**config.mk**
```make
export PLATFORM = sky130hd
export DESIGN_NAME = multi_pin_edge_debouncer_unit
export DESIGN_NICKNAME = d
export VERILOG_FILES = /design/src/hdl/mpde_pkg.sv /design/src/hdl/mpde_ram.sv /design/src/hdl/multi_pin_edge_debouncer_unit.sv
export VERILOG_INCLUDE_DIRS = /design/src /design/src/hdl
export SDC_FILE = /design/constraint.sdc
export NUM_CORES = 1
export LEC_CHECK = 0
export BUFFER_PORTS_ARGS = -buffer_cell sky130_fd_sc_hd__buf_2
export CAP_MARGIN = 10
export CORE_MARGIN = 3
export CORE_UTILIZATION = 60
export CTS_CLUSTER_DIAMETER = 80
export DETAILED_ROUTE_END_ITERATION = 6
export MAX_ROUTING_LAYER = met4
export PLACE_DENSITY = 0.78
export SLEW_MARGIN = 10
export SYNTH_ARGS = -nofsm -noshare
export SYNTH_HDL_FRONTEND = slang
export SYNTH_SLANG_ARGS = --single-unit
export TNS_END_PERCENT = 30
```
**constraint.sdc**
```tcl
create_clock -name clk_i -period 7.29 [get_ports clk_i]
set_input_delay 0 -clock clk_i [delete_from_list [all_inputs] [get_ports clk_i]]
set_output_delay 0 -clock clk_i [all_outputs]
set_load 0.01 [all_outputs]
```
**src/hdl/assert_macros.svh**
```systemverilog
// Assertion macros used by the RTL of the debouncer.
// No dependencies; included by the top level, which carries the checks.
`ifndef ASSERT_MACROS_SVH
`define ASSERT_MACROS_SVH
`ifndef SYNTHESIS
// Property must hold at every clock edge outside reset.
`define ASSERT_HOLDS(label, clk, rst_n, prop) \
  label: assert property (@(posedge clk) disable iff (!rst_n) (prop)) \
    else $error("assertion failed");
// Expression must never be true outside reset.
`define ASSERT_NEVER(label, clk, rst_n, expr) \
  label: assert property (@(posedge clk) disable iff (!rst_n) !(expr)) \
    else $error("forbidden condition seen");
`else
`define ASSERT_HOLDS(label, clk, rst_n, prop)
`define ASSERT_NEVER(label, clk, rst_n, expr)
`endif
`endif

```
**src/hdl/mpde_pkg.sv**
```systemverilog
// Types and constants of the multi-pin edge debouncer.
// No dependencies; used by the top level.
package mpde_pkg;

  localparam int unsigned PIN_COUNT_DEF  = 8;
  localparam int unsigned TIMER_BITS_DEF = 8;
  localparam logic [7:0]  LOCKOUT_RESET  = 8'd20;

  typedef enum logic [1:0] {
    OP_DC     = 2'd0,
    OP_AC_NOW = 2'd1,
    OP_AC_END = 2'd2
  } op_e;

  typedef struct packed {
    logic [1:0] operation;
    logic [2:0] pin_index;
    logic       level;
    logic       trigger_level;
  } in_t;

  typedef struct packed {
    logic       event_fired;
    logic [2:0] event_pin;
    logic       event_edge;
  } out_t;

endpackage

```
**src/hdl/mpde_ram.sv**
```systemverilog
// Generic single-port-write, single-port-read RAM with registered read data.
// No dependencies; used by the top level for the per-pin state.
module mpde_ram #(
  parameter int unsigned WIDTH = 9,
  parameter int unsigned DEPTH = 8,
  localparam int unsigned AW = (DEPTH > 1) ? $clog2(DEPTH) : 1
) (
  input  logic             clk_i,
  input  logic             we_i,
  input  logic [AW-1:0]    waddr_i,
  input  logic [WIDTH-1:0] wdata_i,
  input  logic             re_i,
  input  logic [AW-1:0]    raddr_i,
  output logic [WIDTH-1:0] rdata_o
);

  logic [WIDTH-1:0] mem [DEPTH];
  logic [WIDTH-1:0] rdata_q;

  always_ff @(posedge clk_i) begin
    if (we_i) begin
      mem[waddr_i] <= wdata_i;
    end
    if (re_i) begin
      rdata_q <= mem[raddr_i];
    end
  end

  assign rdata_o = rdata_q;

endmodule

```
**src/hdl/multi_pin_edge_debouncer_unit.sv**
```systemverilog
// Top level of the multi-pin edge debouncer.
// Depends on mpde_pkg, mpde_ram and assert_macros.svh.
//
// Usage: every input transaction is one sample tick of one pin, carrying the
// mode, the pin index, the sampled level and the trigger level. Each input
// transaction produces exactly one output transaction telling whether the
// tick fired the key event, together with the pin and edge held in the
// event buffer after the tick. Both channels use valid and stall.
// The lockout length is written through cfg_we_i and cfg_data_i; the user
// must write it only while the block is idle (not enforced by the block);
// it takes effect for the next sample. Samples pass stage 1 (RAM read) and
// the output register. The block accepts one transaction per clock while
// the receiver does not stall: the per-pin timer and last level live in a
// small RAM with registered read data, read when the sample is accepted
// and written back as it leaves stage 1. A write-back register forwards the
// newest entry to a sample of the same pin that follows directly.
// When the receiver stalls, the output register holds its transaction and
// the stage behind it holds too; only then does the input see a stall.
// Reset clears per-pin valid flags (an entry never written reads as zero),
// the event buffer, the pipeline and sets the lockout length to 20 ticks.
`include "assert_macros.svh"

module multi_pin_edge_debouncer_unit
  import mpde_pkg::*;
#(
  parameter int unsigned PIN_COUNT  = PIN_COUNT_DEF,
  parameter int unsigned TIMER_BITS = TIMER_BITS_DEF
) (
  input  logic       clk_i,
  input  logic       rst_ni,
  input  logic       in_valid_i,
  output logic       in_stall_o,
  input  in_t        in_data_i,
  output logic       out_valid_o,
  input  logic       out_stall_i,
  output out_t       out_data_o,
  input  logic       cfg_we_i,
  input  logic [7:0] cfg_data_i
);

  localparam int unsigned AW = (PIN_COUNT > 1) ? $clog2(PIN_COUNT) : 1;
  localparam int unsigned EW = TIMER_BITS + 1;

  // One RAM entry: lockout timer and the last tracked level of the pin.
  typedef struct packed {
    logic [TIMER_BITS-1:0] timer;
    logic                  prev;
  } entry_t;

  logic [7:0]           lockout_q;
  logic [PIN_COUNT-1:0] pin_valid_q;

  // Stage 1: sample waiting on its RAM read.
  logic          s1_valid_q;
  in_t           s1_data_q;
  logic          s1_act_q;
  logic          s1_pvld_q;
  logic          s1_hold;
  logic          s1_go;
  logic [AW-1:0] s1_addr;

  // Write-back bypass.
  logic          wb_valid_q;
  logic [AW-1:0] wb_addr_q;
  entry_t        wb_data_q;

  logic [2:0] buf_pin_q, buf_pin_d;
  logic       buf_edge_q, buf_edge_d;

  logic out_valid_q;
  out_t out_q;

  logic          in_accept;
  logic          in_act;
  logic [AW-1:0] in_addr;
  logic [EW-1:0] ram_rdata;
  entry_t        cur, nxt;
  logic          fired;
  logic          ram_we;
  logic [TIMER_BITS-1:0] reload;
  logic [TIMER_BITS-1:0] t_dec;
  logic          trig_edge;

  // ---------------------------------------------------------------------------
  // Configuration register
  // ---------------------------------------------------------------------------
  always_ff @(posedge clk_i or negedge rst_ni) begin
    if (!rst_ni) begin
      lockout_q <= LOCKOUT_RESET;
    end else if (cfg_we_i) begin
      lockout_q <= cfg_data_i;
    end
  end

  assign reload = TIMER_BITS'(lockout_q);

  // ---------------------------------------------------------------------------
  // Input side and RAM read
  // ---------------------------------------------------------------------------
  assign s1_hold    = out_valid_q && out_stall_i;
  assign s1_go      = s1_valid_q && !s1_hold;
  assign in_stall_o = s1_valid_q && s1_hold;
  assign in_accept  = in_valid_i && !in_stall_o;

  // An unused mode or a pin beyond the configured count touches no state.
  assign in_act  = ((in_data_i.operation == OP_DC) ||
                    (in_data_i.operation == OP_AC_NOW) ||
                    (in_data_i.operation == OP_AC_END)) &&
                   (int'(in_data_i.pin_index) < int'(PIN_COUNT));
  assign in_addr = AW'(in_data_i.pin_index);
  assign s1_addr = AW'(s1_data_q.pin_index);

  mpde_ram #(
    .WIDTH (EW),
    .DEPTH (PIN_COUNT)
  ) u_state_ram (
    .clk_i   (clk_i),
    .we_i    (ram_we),
    .waddr_i (s1_addr),
    .wdata_i (nxt),
    .re_i    (in_accept && in_act),
    .raddr_i (in_addr),
    .rdata_o (ram_rdata)
  );

  always_ff @(posedge clk_i or negedge rst_ni) begin
    if (!rst_ni) begin
      s1_valid_q <= 1'b0;
    end else if (in_accept) begin
      s1_valid_q <= 1'b1;
    end else if (s1_go) begin
      s1_valid_q <= 1'b0;
    end
  end

  always_ff @(posedge clk_i) begin
    if (in_accept) begin
      s1_data_q <= in_data_i;
      s1_act_q  <= in_act;
      s1_pvld_q <= pin_valid_q[in_addr];
    end
  end

  // ---------------------------------------------------------------------------
  // Stage 1: modify and write back
  // ---------------------------------------------------------------------------
  always_comb begin
    // The bypass always holds the newest value of its pin.
    if (wb_valid_q && (wb_addr_q == s1_addr)) begin
      cur = wb_data_q;
    end else if (s1_pvld_q) begin
      cur = entry_t'(ram_rdata);
    end else begin
      cur = '0;
    end
  end

  assign trig_edge = (s1_data_q.level == s1_data_q.trigger_level) &&
                     (cur.prev != s1_data_q.trigger_level);
  assign t_dec     = cur.timer - TIMER_BITS'(1);

  always_comb begin
    nxt        = cur;
    fired      = 1'b0;
    buf_pin_d  = buf_pin_q;
    buf_edge_d = buf_edge_q;
    case (s1_data_q.operation)
      OP_DC: begin
        if (cur.timer != '0) begin
          // Lockout: count down, the pin is not tracked.
          nxt.timer = t_dec;
        end else begin
          if (s1_data_q.level != cur.prev) begin
            fired      = 1'b1;
            buf_edge_d = s1_data_q.level;
            buf_pin_d  = s1_data_q.pin_index;
            nxt.timer  = reload;
          end
          nxt.prev = s1_data_q.level;
        end
      end
      default: begin
        // Both AC modes; an edge inside the lockout restarts it.
        if (cur.timer != '0) begin
          if ((s1_data_q.operation == OP_AC_END) && (t_dec == '0)) begin
            fired = 1'b1;
          end
          nxt.timer = trig_edge ? reload : t_dec;
        end else if (trig_edge) begin
          nxt.timer = reload;
          buf_pin_d = s1_data_q.pin_index;
          if (s1_data_q.operation == OP_AC_NOW) begin
            fired = 1'b1;
          end
        end
        nxt.prev = s1_data_q.level;
      end
    endcase
  end

  assign ram_we = s1_go && s1_act_q;

  always_ff @(posedge clk_i or negedge rst_ni) begin
    if (!rst_ni) begin
      pin_valid_q <= '0;
      wb_valid_q  <= 1'b0;
      buf_pin_q   <= '0;
      buf_edge_q  <= 1'b0;
    end else if (ram_we) begin
      pin_valid_q[s1_addr] <= 1'b1;
      wb_valid_q           <= 1'b1;
      buf_pin_q            <= buf_pin_d;
      buf_edge_q           <= buf_edge_d;
    end
  end

  always_ff @(posedge clk_i) begin
    if (ram_we) begin
      wb_addr_q <= s1_addr;
      wb_data_q <= nxt;
    end
  end

  // ---------------------------------------------------------------------------
  // Output register
  // ---------------------------------------------------------------------------
  always_ff @(posedge clk_i or negedge rst_ni) begin
    if (!rst_ni) begin
      out_valid_q <= 1'b0;
    end else if (s1_go) begin
      out_valid_q <= 1'b1;
    end else if (!out_stall_i) begin
      out_valid_q <= 1'b0;
    end
  end

  always_ff @(posedge clk_i) begin
    if (s1_go) begin
      out_q.event_fired <= s1_act_q && fired;
      out_q.event_pin   <= s1_act_q ? buf_pin_d : buf_pin_q;
      out_q.event_edge  <= s1_act_q ? buf_edge_d : buf_edge_q;
    end
  end

  assign out_valid_o = out_valid_q;
  assign out_data_o  = out_q;

  // ---------------------------------------------------------------------------
  // Checks
  // ---------------------------------------------------------------------------
  `ASSERT_HOLDS(a_stall_only_when_full, clk_i, rst_ni,
                in_stall_o |-> (s1_valid_q && out_valid_q))
  `ASSERT_NEVER(a_write_without_advance, clk_i, rst_ni,
                ram_we && !(s1_valid_q && !s1_hold))
  `ASSERT_HOLDS(a_bypass_entry_valid, clk_i, rst_ni,
                wb_valid_q |-> pin_valid_q[wb_addr_q])
  `ASSERT_HOLDS(a_advance_fills_output, clk_i, rst_ni,
                s1_go |=> out_valid_q)

endmodule

```
==> results.sh, run 1 <==
export IMPL_outcome="finished, final reports clean"
export IMPL_finalPower_mw=2.03
export IMPL_slew_headroom_pct=28.2
export IMPL_wire_per_inst_um=21.7
export IMPL_num_antenna_cells=0
export IMPL_worst_pin_slew_ns=1.08
export IMPL_vias_per_cell=5.98
export IMPL_share_comb_of_total_power_pct=13.4
export IMPL_path_max_fanout=14
export IMPL_synthMuxAreaShare_pct=14.1
export IMPL_synth_ff_type="edfxtp_1"
export IMPL_drcViolationCount=0
export IMPL_synth_edf_count=107
export IMPL_crit_arrival_ns=4.29
export IMPL_ys_warn_count=0
export IMPL_regToRegSetupSlack_ns=3.16
export IMPL_max_freq_mhz=242
export IMPL_power_leakage_nw=2.42
export IMPL_async_flop_share_pct=17.7
export IMPL_syn_nets=382
export IMPL_ir_worst_vdd_mv=0.284
export IMPL_rsz0062_at_grt="false"
export IMPL_pin_count=27
export IMPL_criticalPathCategory="reg -> reg"
export IMPL_clockRootBuffer="clkbuf_8"
export IMPL_synth_simple_gate_area_share_pct=9.97
export IMPL_cts_sinks=130
export IMPL_p_sw_mw=0.536
export IMPL_finalCriticalPeriod_ns=4.13
export IMPL_hold_path_class="in -> async"
export IMPL_synth_xor_area_share_pct=2.78
export IMPL_gp_congestion=0.897
export IMPL_clock_skew_ns=0.0176
export IMPL_portBuffers=26
export IMPL_cts_made_buffers=17
export IMPL_dp_hpwl_um=7610
export IMPL_pre_cts_ws_ns=3.13
export IMPL_finalSetupViolations=0
export IMPL_wl_met1_um=5170
export IMPL_chipWidth_um=104
export IMPL_switching_share_pct=26.5
export IMPL_maxUsedRoutingLayer="met4"
export IMPL_ctsHtreeMaxLevel=4
export IMPL_synthCells=360
export IMPL_wl_met2_um=6240
export IMPL_antenna_found_initial=0
export IMPL_nNetsFinal=440
export IMPL_die_h_um=104
export IMPL_drt_iter0_markers=207
export IMPL_r2r_cells=9
export IMPL_syn2layout_area_growth_pct=18.7
export IMPL_crit_required_ns=7.45
export IMPL_worst_slack_ns=3.16
export IMPL_grt_pass1_vias=3463
export IMPL_start_util_pct=62.3
export IMPL_synth_adder_area_share_pct=0.431
export IMPL_syn_area_per_cell_sq_um=16.1
export IMPL_layout_drive_gt1_share_pct=30.2
export IMPL_synth_seq_cells=130
export IMPL_placed_area_sq_um=6050
export IMPL_gr_total_overflow=0
export IMPL_detail_route_antenna_nets=0
export IMPL_cts_max_path_buffers=2
export IMPL_wl_met3_um=553
export IMPL_core_sq_um=9330
export IMPL_rows=35
export IMPL_die_area_sq_um=10900
export IMPL_synthDistinctLibCells=61
export IMPL_synth_compound_area_share_pct=5.55
export IMPL_insertion_delay_ns=0.52
export IMPL_synth_top_family_by_area="multiplexers"
export IMPL_cap_violations=0
export IMPL_maxSlewViolCount=0
export IMPL_period_share_pct=56.6
export IMPL_num_vias=3346
export IMPL_seq_area_frac_synth_pct=65.2
export IMPL_drt_total_wl_um=12200
export IMPL_end_kind="register"
export IMPL_synth_area_sq_um=5810
export IMPL_grt_max_degree=24
export IMPL_grt_pass1_wl_um=19400
export IMPL_utilization_pct=73.9
export IMPL_dr_pass1_iters=4
export IMPL_start_kind="register"
export IMPL_hold_viol=0
export IMPL_pwr_share_clk_pct=39.7
export IMPL_tns_ns=0
export IMPL_p_int_mw=1.49
export IMPL_power_density_nw_per_um2=294
export IMPL_post_cts_resized=0
export IMPL_grt_use_total_pct=24.7
export IMPL_p_seq_share_pct=46.9
export IMPL_fin_area_sq_um=6900
export IMPL_path_clk_slew_ns=0.06
export IMPL_cts_tree="built"
## cells by family after synthesis
group           Yosys count
compound gates           44
flops                   130
buf+inv                  21
simple gates             98
mux                      53
xor+xnor                 12
fa+ha+maj                 2
## worst max-delay path, stage by stage, from the launching register on
cell and delay [ns]:
edfxtp_1 0.61, xnor2_4 0.29, nand4_4 0.28, mux2i_1 0.44
ha_1 0.48, nand2_1 0.20, nor4_4 0.28, o21a_4 0.20
nand4_1 0.10, a221oi_1 0.89
## layout make-up
cell class	instances	area (sq um)
well taps	129	161
repair buffers	54	410
inverters	6	22.5
clock inverters	15	148
fillers	564	2430
flip-flops and latches	130	3790
multi-input cells	209	1950
clock buffers	17	414
## layout by cell type, fill, tap and decap left out, drive strengths merged, types with 7 or more instances in the layout
cell,n
edfxtp,107
dlygate4sd3,28
buf,26
mux2,25
dfrtp,21
nand2,20
mux4,20
clkbuf,17
nor2,13
inv,13
a21oi,12
or2,11
xnor2,9
nor3,9
mux2i,8
nand3,8
o21ai,7
## path summary, 6_finish.rpt
| check | startpoint | end |
|---|---|---|
| setup / recovery | s1_addr[0] | wb_data_q[6] |
| hold / removal | rst_ni | lockout_q[0] |
| setup reg to reg | s1_addr[0] | wb_data_q[6] |
| hold reg to reg | pin_valid_q[7] | pin_valid_q[7] |
| max in group asynchronous | rst_ni | lockout_q[7] |
| min in group clk_i | in_data_i[2] | s1_addr[0] |
## layer usage
| metal | vias to the layer above | global-route usage, % |
|---|---|---|
| met2 | 97 | 39.3 |
| met4 | 0 | 9.78 |
| li1 | 1533 | - |
| met5 | - | - |
| met3 | 21 | 5.03 |
| met1 | 1695 | 31.7 |
## registers in the layout, indices dropped and copies added (netlist names)
signal,cells
s1_addr,3
u_state_ram.mem,72
buf_edge_q,1
s1_pvld_q,1
out_data_o,5
buf_pin_q,3
s1_act_q,1
wb_valid_q,1
lockout_q,8
wb_addr_q,3
wb_data_q,9
pin_valid_q,8
out_valid_o,1
s1_data_q,4
u_state_ram.rdata_o,9
s1_valid_q,1
## metrics by stage
stage          hold slack, ns  instances
2_1_floorplan          -0.296        360
3_3_place_gp           0.0245        500
3_5_place_dp           0.0324        500
4_1_cts                0.0207        560
5_1_grt                0.0690        560
6_report               0.0227        560
## repair_timing
action                                 in CTS  in global routing
hold buffers                               28                  0
endpoints found under the hold margin      40                  0
setup buffers                               0                  0
## synth_stat cells, drive strengths merged (6+ instances only)
library cell,count,share of area [%]
edfxtp,107,55
mux2,25,4.8
dfrtp,21,9.0
mux4,20,7.8
nand2,20,1.3
nor2,13,0.84
a21oi,12,1.2
or2,11,1.2
buf,9,1.2
nor3,9,0.77
xnor2,9,2.3
mux2i,8,1.5
nand3,8,0.86
o21ai,7,0.60
clkbuf,6,0.39
inv,6,0.39
## power groups by stage
stage                     logic [mW]  clock network [mW]  registers, mW
final                          0.272               0.803          0.950
after global routing           0.299               0.850          0.958
after CTS                      0.270               0.815          0.950
after detailed placement       0.253                   0          0.965
after global placement         0.248                   0          0.962
after floorplan                0.189                   0          0.949
Note: power is estimated with default switching activity, not from simulation.
==> inputs of run 2 (changes only) <==
--- a/config.mk
+++ b/config.mk
@@ -6,6 +6,7 @@
 export SDC_FILE = /design/constraint.sdc
 export NUM_CORES = 1
 export LEC_CHECK = 0
+export ABC_AREA = 1
 export BUFFER_PORTS_ARGS = -buffer_cell sky130_fd_sc_hd__buf_2
 export CAP_MARGIN = 10
 export CORE_MARGIN = 3
==> constraint.sdc (replaced) <==
create_clock -name clk_i -period 4.1 [get_ports clk_i]
set_input_delay 0 -clock clk_i [delete_from_list [all_inputs] [get_ports clk_i]]
set_output_delay 0 -clock clk_i [all_outputs]
set_load 0.01 [all_outputs]
==> run 2 against run 1 <==
- sequential cell count stayed put
- clock skew decreased by 0.0089 ns
- clock-buffer cell count grew 1
- cell count rose by 35%
- register-to-register slack worse by 2.2 ns
- sequential power increased by 75%
- first-iteration DRC count up 76%
- non-clock buffer count up 7
- largest cell class unchanged
- largest power group unchanged
==> results.sh, run 2 <==
export IMPL_slew_headroom_pct=29.8
export IMPL_ys_warn_count=0
export IMPL_portBuffers=26
export IMPL_dr_pass1_iters=5
export IMPL_cts_tree="built"
export IMPL_maxSlewViolCount=0
export IMPL_synthTopCellsByArea="edfxtp_1, dfrtp_1, nand2_1"
export IMPL_num_antenna_cells=0
export IMPL_async_flop_share_pct=17.7
export IMPL_outcome="finished, final reports clean"
export IMPL_pre_cts_ws_ns=1.08
export IMPL_syn_area_per_cell_sq_um=10.5
export IMPL_detail_route_antenna_nets=0
export IMPL_insertion_delay_ns=0.52
export IMPL_tns_ns=0
export IMPL_synth_edf_count=107
export IMPL_grt_max_degree=43
export IMPL_max_freq_mhz=324
export IMPL_end_kind="register"
export IMPL_cts_made_buffers=17
export IMPL_ir_worst_vdd_mv=0.445
export IMPL_r2r_cells=16
export IMPL_final_common_cell="edfxtp_1"
export IMPL_criticalPathCategory="reg -> reg"
export IMPL_chipWidth_um=104
export IMPL_dp_hpwl_um=8460
export IMPL_finalSetupViolations=0
export IMPL_layout_drive_gt1_share_pct=17.9
export IMPL_regMostFlops="u_state_ram.mem"
export IMPL_whs_ns=0.0323
export IMPL_grt_pass1_vias=4220
export IMPL_synth_seq_cells=130
export IMPL_clock_skew_ns=0.00866
export IMPL_path_clk_slew_ns=0.06
export IMPL_period_share_pct=75.4
export IMPL_drcViolationCount=0
export IMPL_syn_nets=571
export IMPL_seq_area_frac_synth_pct=65.6
export IMPL_cts_max_path_buffers=2
export IMPL_wire_per_inst_um=17.4
export IMPL_yosysMostFrequentCell="edfxtp_1"
export IMPL_start_util_pct=62.3
export IMPL_synth_ff_type="edfxtp_1"
export IMPL_drt_iter0_markers=364
export IMPL_largest_reg_flops=72
export IMPL_cap_violations=0
export IMPL_grt_pass1_wl_um=21300
export IMPL_crit_required_ns=4.33
export IMPL_finalPower_mw=3.57
export IMPL_rows=35
export IMPL_die_area_sq_um=10900
export IMPL_synth_top_area_share_pct=55.6
export IMPL_postCtsSetupRepairBufs=0
export IMPL_cts_sinks=130
export IMPL_hold_path_class="in -> async"
export IMPL_num_vias=4187
export IMPL_synthDistinctLibCells=35
export IMPL_finalCriticalPeriod_ns=3.09
export IMPL_gr_total_overflow=0
export IMPL_gp_congestion=0.888
export IMPL_grt_use_total_pct=26.6
export IMPL_drt_total_wl_um=13100
export IMPL_pin_count=27
export IMPL_start_kind="register"
export IMPL_nNetsFinal=634
export IMPL_synth_area_sq_um=5780
export IMPL_power_density_nw_per_um2=519
export IMPL_ctsHtreeMaxLevel=4
export IMPL_antenna_found_initial=0
export IMPL_worst_pin_slew_ns=1.05
export IMPL_worst_slack_ns=1.01
export IMPL_syn2layout_area_growth_pct=19.0
export IMPL_utilization_pct=74.1
export IMPL_yosysTopAreaCell="edfxtp_1"
export IMPL_die_h_um=104
export IMPL_vias_per_cell=5.55
export IMPL_core_sq_um=9280
export IMPL_rsz0062_at_grt="false"
export IMPL_path_max_fanout=12
export IMPL_layout_cells_most_common_list="edfxtp_1, nand2_1, nor2_1, o21ai_0, inv_1"
export IMPL_crit_arrival_ns=3.32
export IMPL_hold_viol=0
export IMPL_synthTopCellsByCount="edfxtp_1, nand2_1, nor2_1"
export IMPL_power_leakage_nw=2.78
export IMPL_clockRootBuffer="clkbuf_8"
export IMPL_synthCells=549
run 2: cell types whose count changed after synthesis, moves of 8 or more:
cell and change:
nor2_1 +73, clkbuf_1 +8, o22ai_1 +9, nand2_2 +15
o21ai_0 +47, mux2_2 -12, nand3_1 +25, nor3_1 -8
inv_1 +35, mux4_2 -20, nand2_1 +81, mux2_1 -8
run 2: power by group:
group / total [mW] / internal, mW / leakage, nW / switching [mW]
clock network: 1.38 / 0.811 / 0.268 / 0.570
registers: 1.66 / 1.61 / 1.24 / 0.0497
logic: 0.532 / 0.165 / 1.28 / 0.368
run 2: per-layer routing:
layer	track usage [%]	vias up	wire, um	part of all wire (%)
li1	-	2011	-	-
met1	31.3	1995	5220	40
met2	44.6	151	6650	51
met3	7.01	30	904	6.9
met4	9.50	0	344	2.6
met5	-	-	0	0
run 2: path summary, 6_finish.rpt:
path                                         end  slack (ns)            from
max in group asynchronous         pin_valid_q[2]        3.67          rst_ni
setup / recovery           u_state_ram.mem[1][0]        1.01      s1_addr[1]
hold / removal                      lockout_q[6]        0.03          rst_ni
min in group clk_i                    s1_addr[0]        0.11    in_data_i[2]
hold reg to reg                   pin_valid_q[5]        0.46  pin_valid_q[5]
setup reg to reg           u_state_ram.mem[1][0]        1.01      s1_addr[1]
run 2: cell families (layout without fill, tap and decap cells):
kind of cell,count (synthesis),count (layout),share of synthesized area [%]
AND/OR/NAND/NOR,257,257,20.1
AO/OA/AOI/OAI,92,92,8.72
multiplexers,5,5,0.974
flip-flops,130,130,65.6
adder cells (fa/ha/maj),2,2,0.433
buffers and inverters,63,139,4.22
run 2: stage by stage:
stage	instances	instance area (sq um)
floorplan	549	5780
global placement	694	6060
detailed placement	694	6060
CTS	754	6880
global route	754	6880
finish	754	6880
run 2: what timing repair did:
| action | CTS | global route |
|---|---|---|
| hold endpoints to repair | 45 | 0 |
| resized for setup | 0 | 0 |
| hold buffers | 28 | 0 |
run 2: cell type report:
cell class              count  area [sq um]
flip-flops and latches    130          3790
fillers                   653          2400
multi-input cells         356          1750
repair buffers             61           463
clock buffers              18           418
inverters                  46           173
well taps                 129           161
clock inverters            14           129
run 2: worst max-delay path, cell delays in order (launching register included):
cell and delay (ns):
edfxtp_1 0.47, inv_2 0.12, nand2_1 0.07, nand2_2 0.08, nor2_4 0.06, nand2_2 0.21, inv_1 0.14, nand2_1 0.09
nand2_2 0.10, inv_1 0.09, ha_1 0.16, inv_1 0.07, nor2_4 0.15, nand4_2 0.28, nand2_2 0.16, nor2_1 0.05
a21oi_1 0.49
==> inputs of run 3 (changes only) <==
--- a/config.mk
+++ b/config.mk
@@ -10,11 +10,11 @@
 export BUFFER_PORTS_ARGS = -buffer_cell sky130_fd_sc_hd__buf_2
 export CAP_MARGIN = 10
 export CORE_MARGIN = 3
-export CORE_UTILIZATION = 60
+export CORE_UTILIZATION = 55
 export CTS_CLUSTER_DIAMETER = 80
 export DETAILED_ROUTE_END_ITERATION = 6
 export MAX_ROUTING_LAYER = met4
-export PLACE_DENSITY = 0.78
+export PLACE_DENSITY = 0.75
 export SLEW_MARGIN = 10
 export SYNTH_ARGS = -nofsm -noshare
 export SYNTH_HDL_FRONTEND = slang
==> constraint.sdc (replaced) <==
create_clock -name clk_i -period 2.65 [get_ports clk_i]
set_input_delay 0 -clock clk_i [delete_from_list [all_inputs] [get_ports clk_i]]
set_output_delay 0 -clock clk_i [all_outputs]
set_load 0.01 [all_outputs]
==> run 3 against run 2 <==
- clock power up 66%
- via count is 3.7% higher
- critical path depth shrank 1
- die area rose by 8.6%
- clock skew increased by 0.0030 ns
- critical path type unchanged
- largest power group unchanged
- highest routed layer unchanged
==> results.sh, run 3 (same netlist as run 2, synthesis figures left out) <==
export IMPL_start_util_pct=57.8
export IMPL_place_inst=719
export IMPL_worst_slack_ns=0.199
export IMPL_grt_use_total_pct=25.6
export IMPL_regMostFlops="u_state_ram.mem"
export IMPL_nNetsFinal=656
export IMPL_rows=36
export IMPL_worst_pin_slew_ns=0.699
export IMPL_hold_viol=0
export IMPL_max_freq_mhz=408
export IMPL_cts_made_buffers=17
export IMPL_rsz0062_at_grt="false"
export IMPL_hold_path_class="in -> async"
export IMPL_ctsHtreeMaxLevel=4
export IMPL_path_clk_slew_ns=0.06
export IMPL_fill_cells=728
export IMPL_reg2reg_to="wb_data_q[2]"
export IMPL_maxSlewViolCount=0
export IMPL_vias_per_cell=5.57
export IMPL_grt_max_degree=42
export IMPL_largest_reg_flops=72
export IMPL_layout_drive_gt1_share_pct=22.1
export IMPL_die_h_um=109
export IMPL_finalPower_mw=5.76
export IMPL_grt_pass1_vias=4350
export IMPL_path_max_fanout=9
export IMPL_seq_area_sq_um=3790
export IMPL_die_area_sq_um=11800
export IMPL_gp_congestion=0.922
export IMPL_core_sq_um=10000
export IMPL_dr_pass1_iters=5
export IMPL_cap_violations=0
export IMPL_ir_worst_vdd_mv=0.722
export IMPL_drcViolationCount=0
export IMPL_finalSetupViolations=0
export IMPL_portBuffers=26
export IMPL_start_kind="register"
export IMPL_drt_total_wl_um=13500
export IMPL_clock_skew_ns=0.0117
export IMPL_cts_tree="built"
export IMPL_antenna_found_initial=0
export IMPL_syn2layout_area_growth_pct=23.8
export IMPL_gr_total_overflow=0
export IMPL_power_leakage_nw=2.92
export IMPL_layout_cells_most_common_list="edfxtp_1, nand2_1, nor2_1, o21ai_0, inv_1"
export IMPL_num_vias=4344
export IMPL_crit_start="s1_addr[2]"
export IMPL_worstSetupEndpoint="wb_data_q[2]"
export IMPL_criticalPathCategory="reg -> reg"
export IMPL_cts_sinks=130
export IMPL_multiInputGateArea_sq_um=1810
export IMPL_grt_pass1_wl_um=21700
export IMPL_drt_iter0_markers=273
export IMPL_pre_cts_ws_ns=0.0378
export IMPL_slew_headroom_pct=53.3
export IMPL_num_antenna_cells=0
export IMPL_crit_required_ns=2.88
export IMPL_end_kind="register"
export IMPL_insertion_delay_ns=0.52
export IMPL_outcome="finished, final reports clean"
export IMPL_pin_count=27
export IMPL_r2r_start="s1_addr[2]"
export IMPL_clockRootBuffer="clkbuf_8"
export IMPL_fin_cells=780
export IMPL_cts_max_path_buffers=2
export IMPL_final_common_cell="edfxtp_1"
export IMPL_regToRegSetupSlack_ns=0.20
export IMPL_chipWidth_um=109
export IMPL_dp_hpwl_um=8670
export IMPL_r2r_cells=15
export IMPL_tns_ns=0
export IMPL_wire_per_inst_um=17.3
export IMPL_period_share_pct=92.5
export IMPL_power_density_nw_per_um2=805
export IMPL_detail_route_antenna_nets=0
export IMPL_finalCriticalPeriod_ns=2.45
export IMPL_crit_arrival_ns=2.68
-- run 3: cell count changes in the layout (fill, tap and decap cells not counted), moves of 2 or more --
cell,previous run,this run
nand2_1,101,95
buf_4,7,29
clkinv_2,4,1
nor2_4,3,5
nand2_2,15,20
-- run 3: critical path, cell delays in order, from the launching register on --
cell	delay, ns
edfxtp_1	0.42
nand2_1	0.09
nand2_1	0.09
nor2_4	0.18
nand2_2	0.10
inv_1	0.08
buf_4	0.13
nand2_1	0.09
nand2_1	0.10
nand2_1	0.13
nand3_1	0.18
inv_1	0.09
nand2_2	0.10
nand2_2	0.09
o21ai_1	0.16
nand2_2	0.15
-- run 3: stage by stage --
stage          area (sq um)  hold slack [ns]  util [%]
2_1_floorplan          5780           -0.296         -
3_3_place_gp           6220           0.0117      62.2
3_5_place_dp           6220           0.0378      62.2
4_1_cts                7090           0.0170      70.9
5_1_grt                7160           0.0601      71.6
6_report               7160           0.0252      71.6
-- run 3: metal layers --
layer  share of wire [%]  vias to the layer above  global-route usage [%]
met5                   0                        -                       -
met4                 3.4                        0                    12.9
met3                 5.8                       41                    5.91
met2                  50                      170                    41.0
met1                  41                     2082                    30.6
li1                    -                     2051                       -
-- run 3: worst min path at each step --
stage,end,slack (ns),depth (start not counted)
floorplan,buf_edge_q,-0.30,0
global placement,lockout_q[0],0.01,1
detailed placement,lockout_q[0],0.04,1
CTS,lockout_q[3],0.02,2
global route,lockout_q[3],0.06,2
finish,lockout_q[0],0.03,2
-- run 3: layout make-up --
type / count / area share [%]
tap: 133 / 2.32
inverter: 46 / 2.41
clock buffer: 17 / 5.78
multi-input combinational: 356 / 25.3
clock inverter: 15 / 2.43
sequential: 130 / 53.0
timing repair buffer: 83 / 8.77
-- run 3: what timing repair did --
| action | CTS | global route |
|---|---|---|
| hold buffers | 28 | 0 |
| buffers inserted | 0 | 1 |
| endpoints found under the setup margin | 0 | 85 |
| endpoints found under the hold margin | 48 | 0 |
| gates resized for setup | 0 | 15 |
-- run 3: power breakdown --
group          internal, mW  total, mW  switching, mW  leakage (nW)
registers              2.48       2.55         0.0702          1.24
clock network          1.36       2.29          0.926         0.286
logic                 0.309      0.919          0.609          1.40
total                  4.16       5.76           1.61          2.92
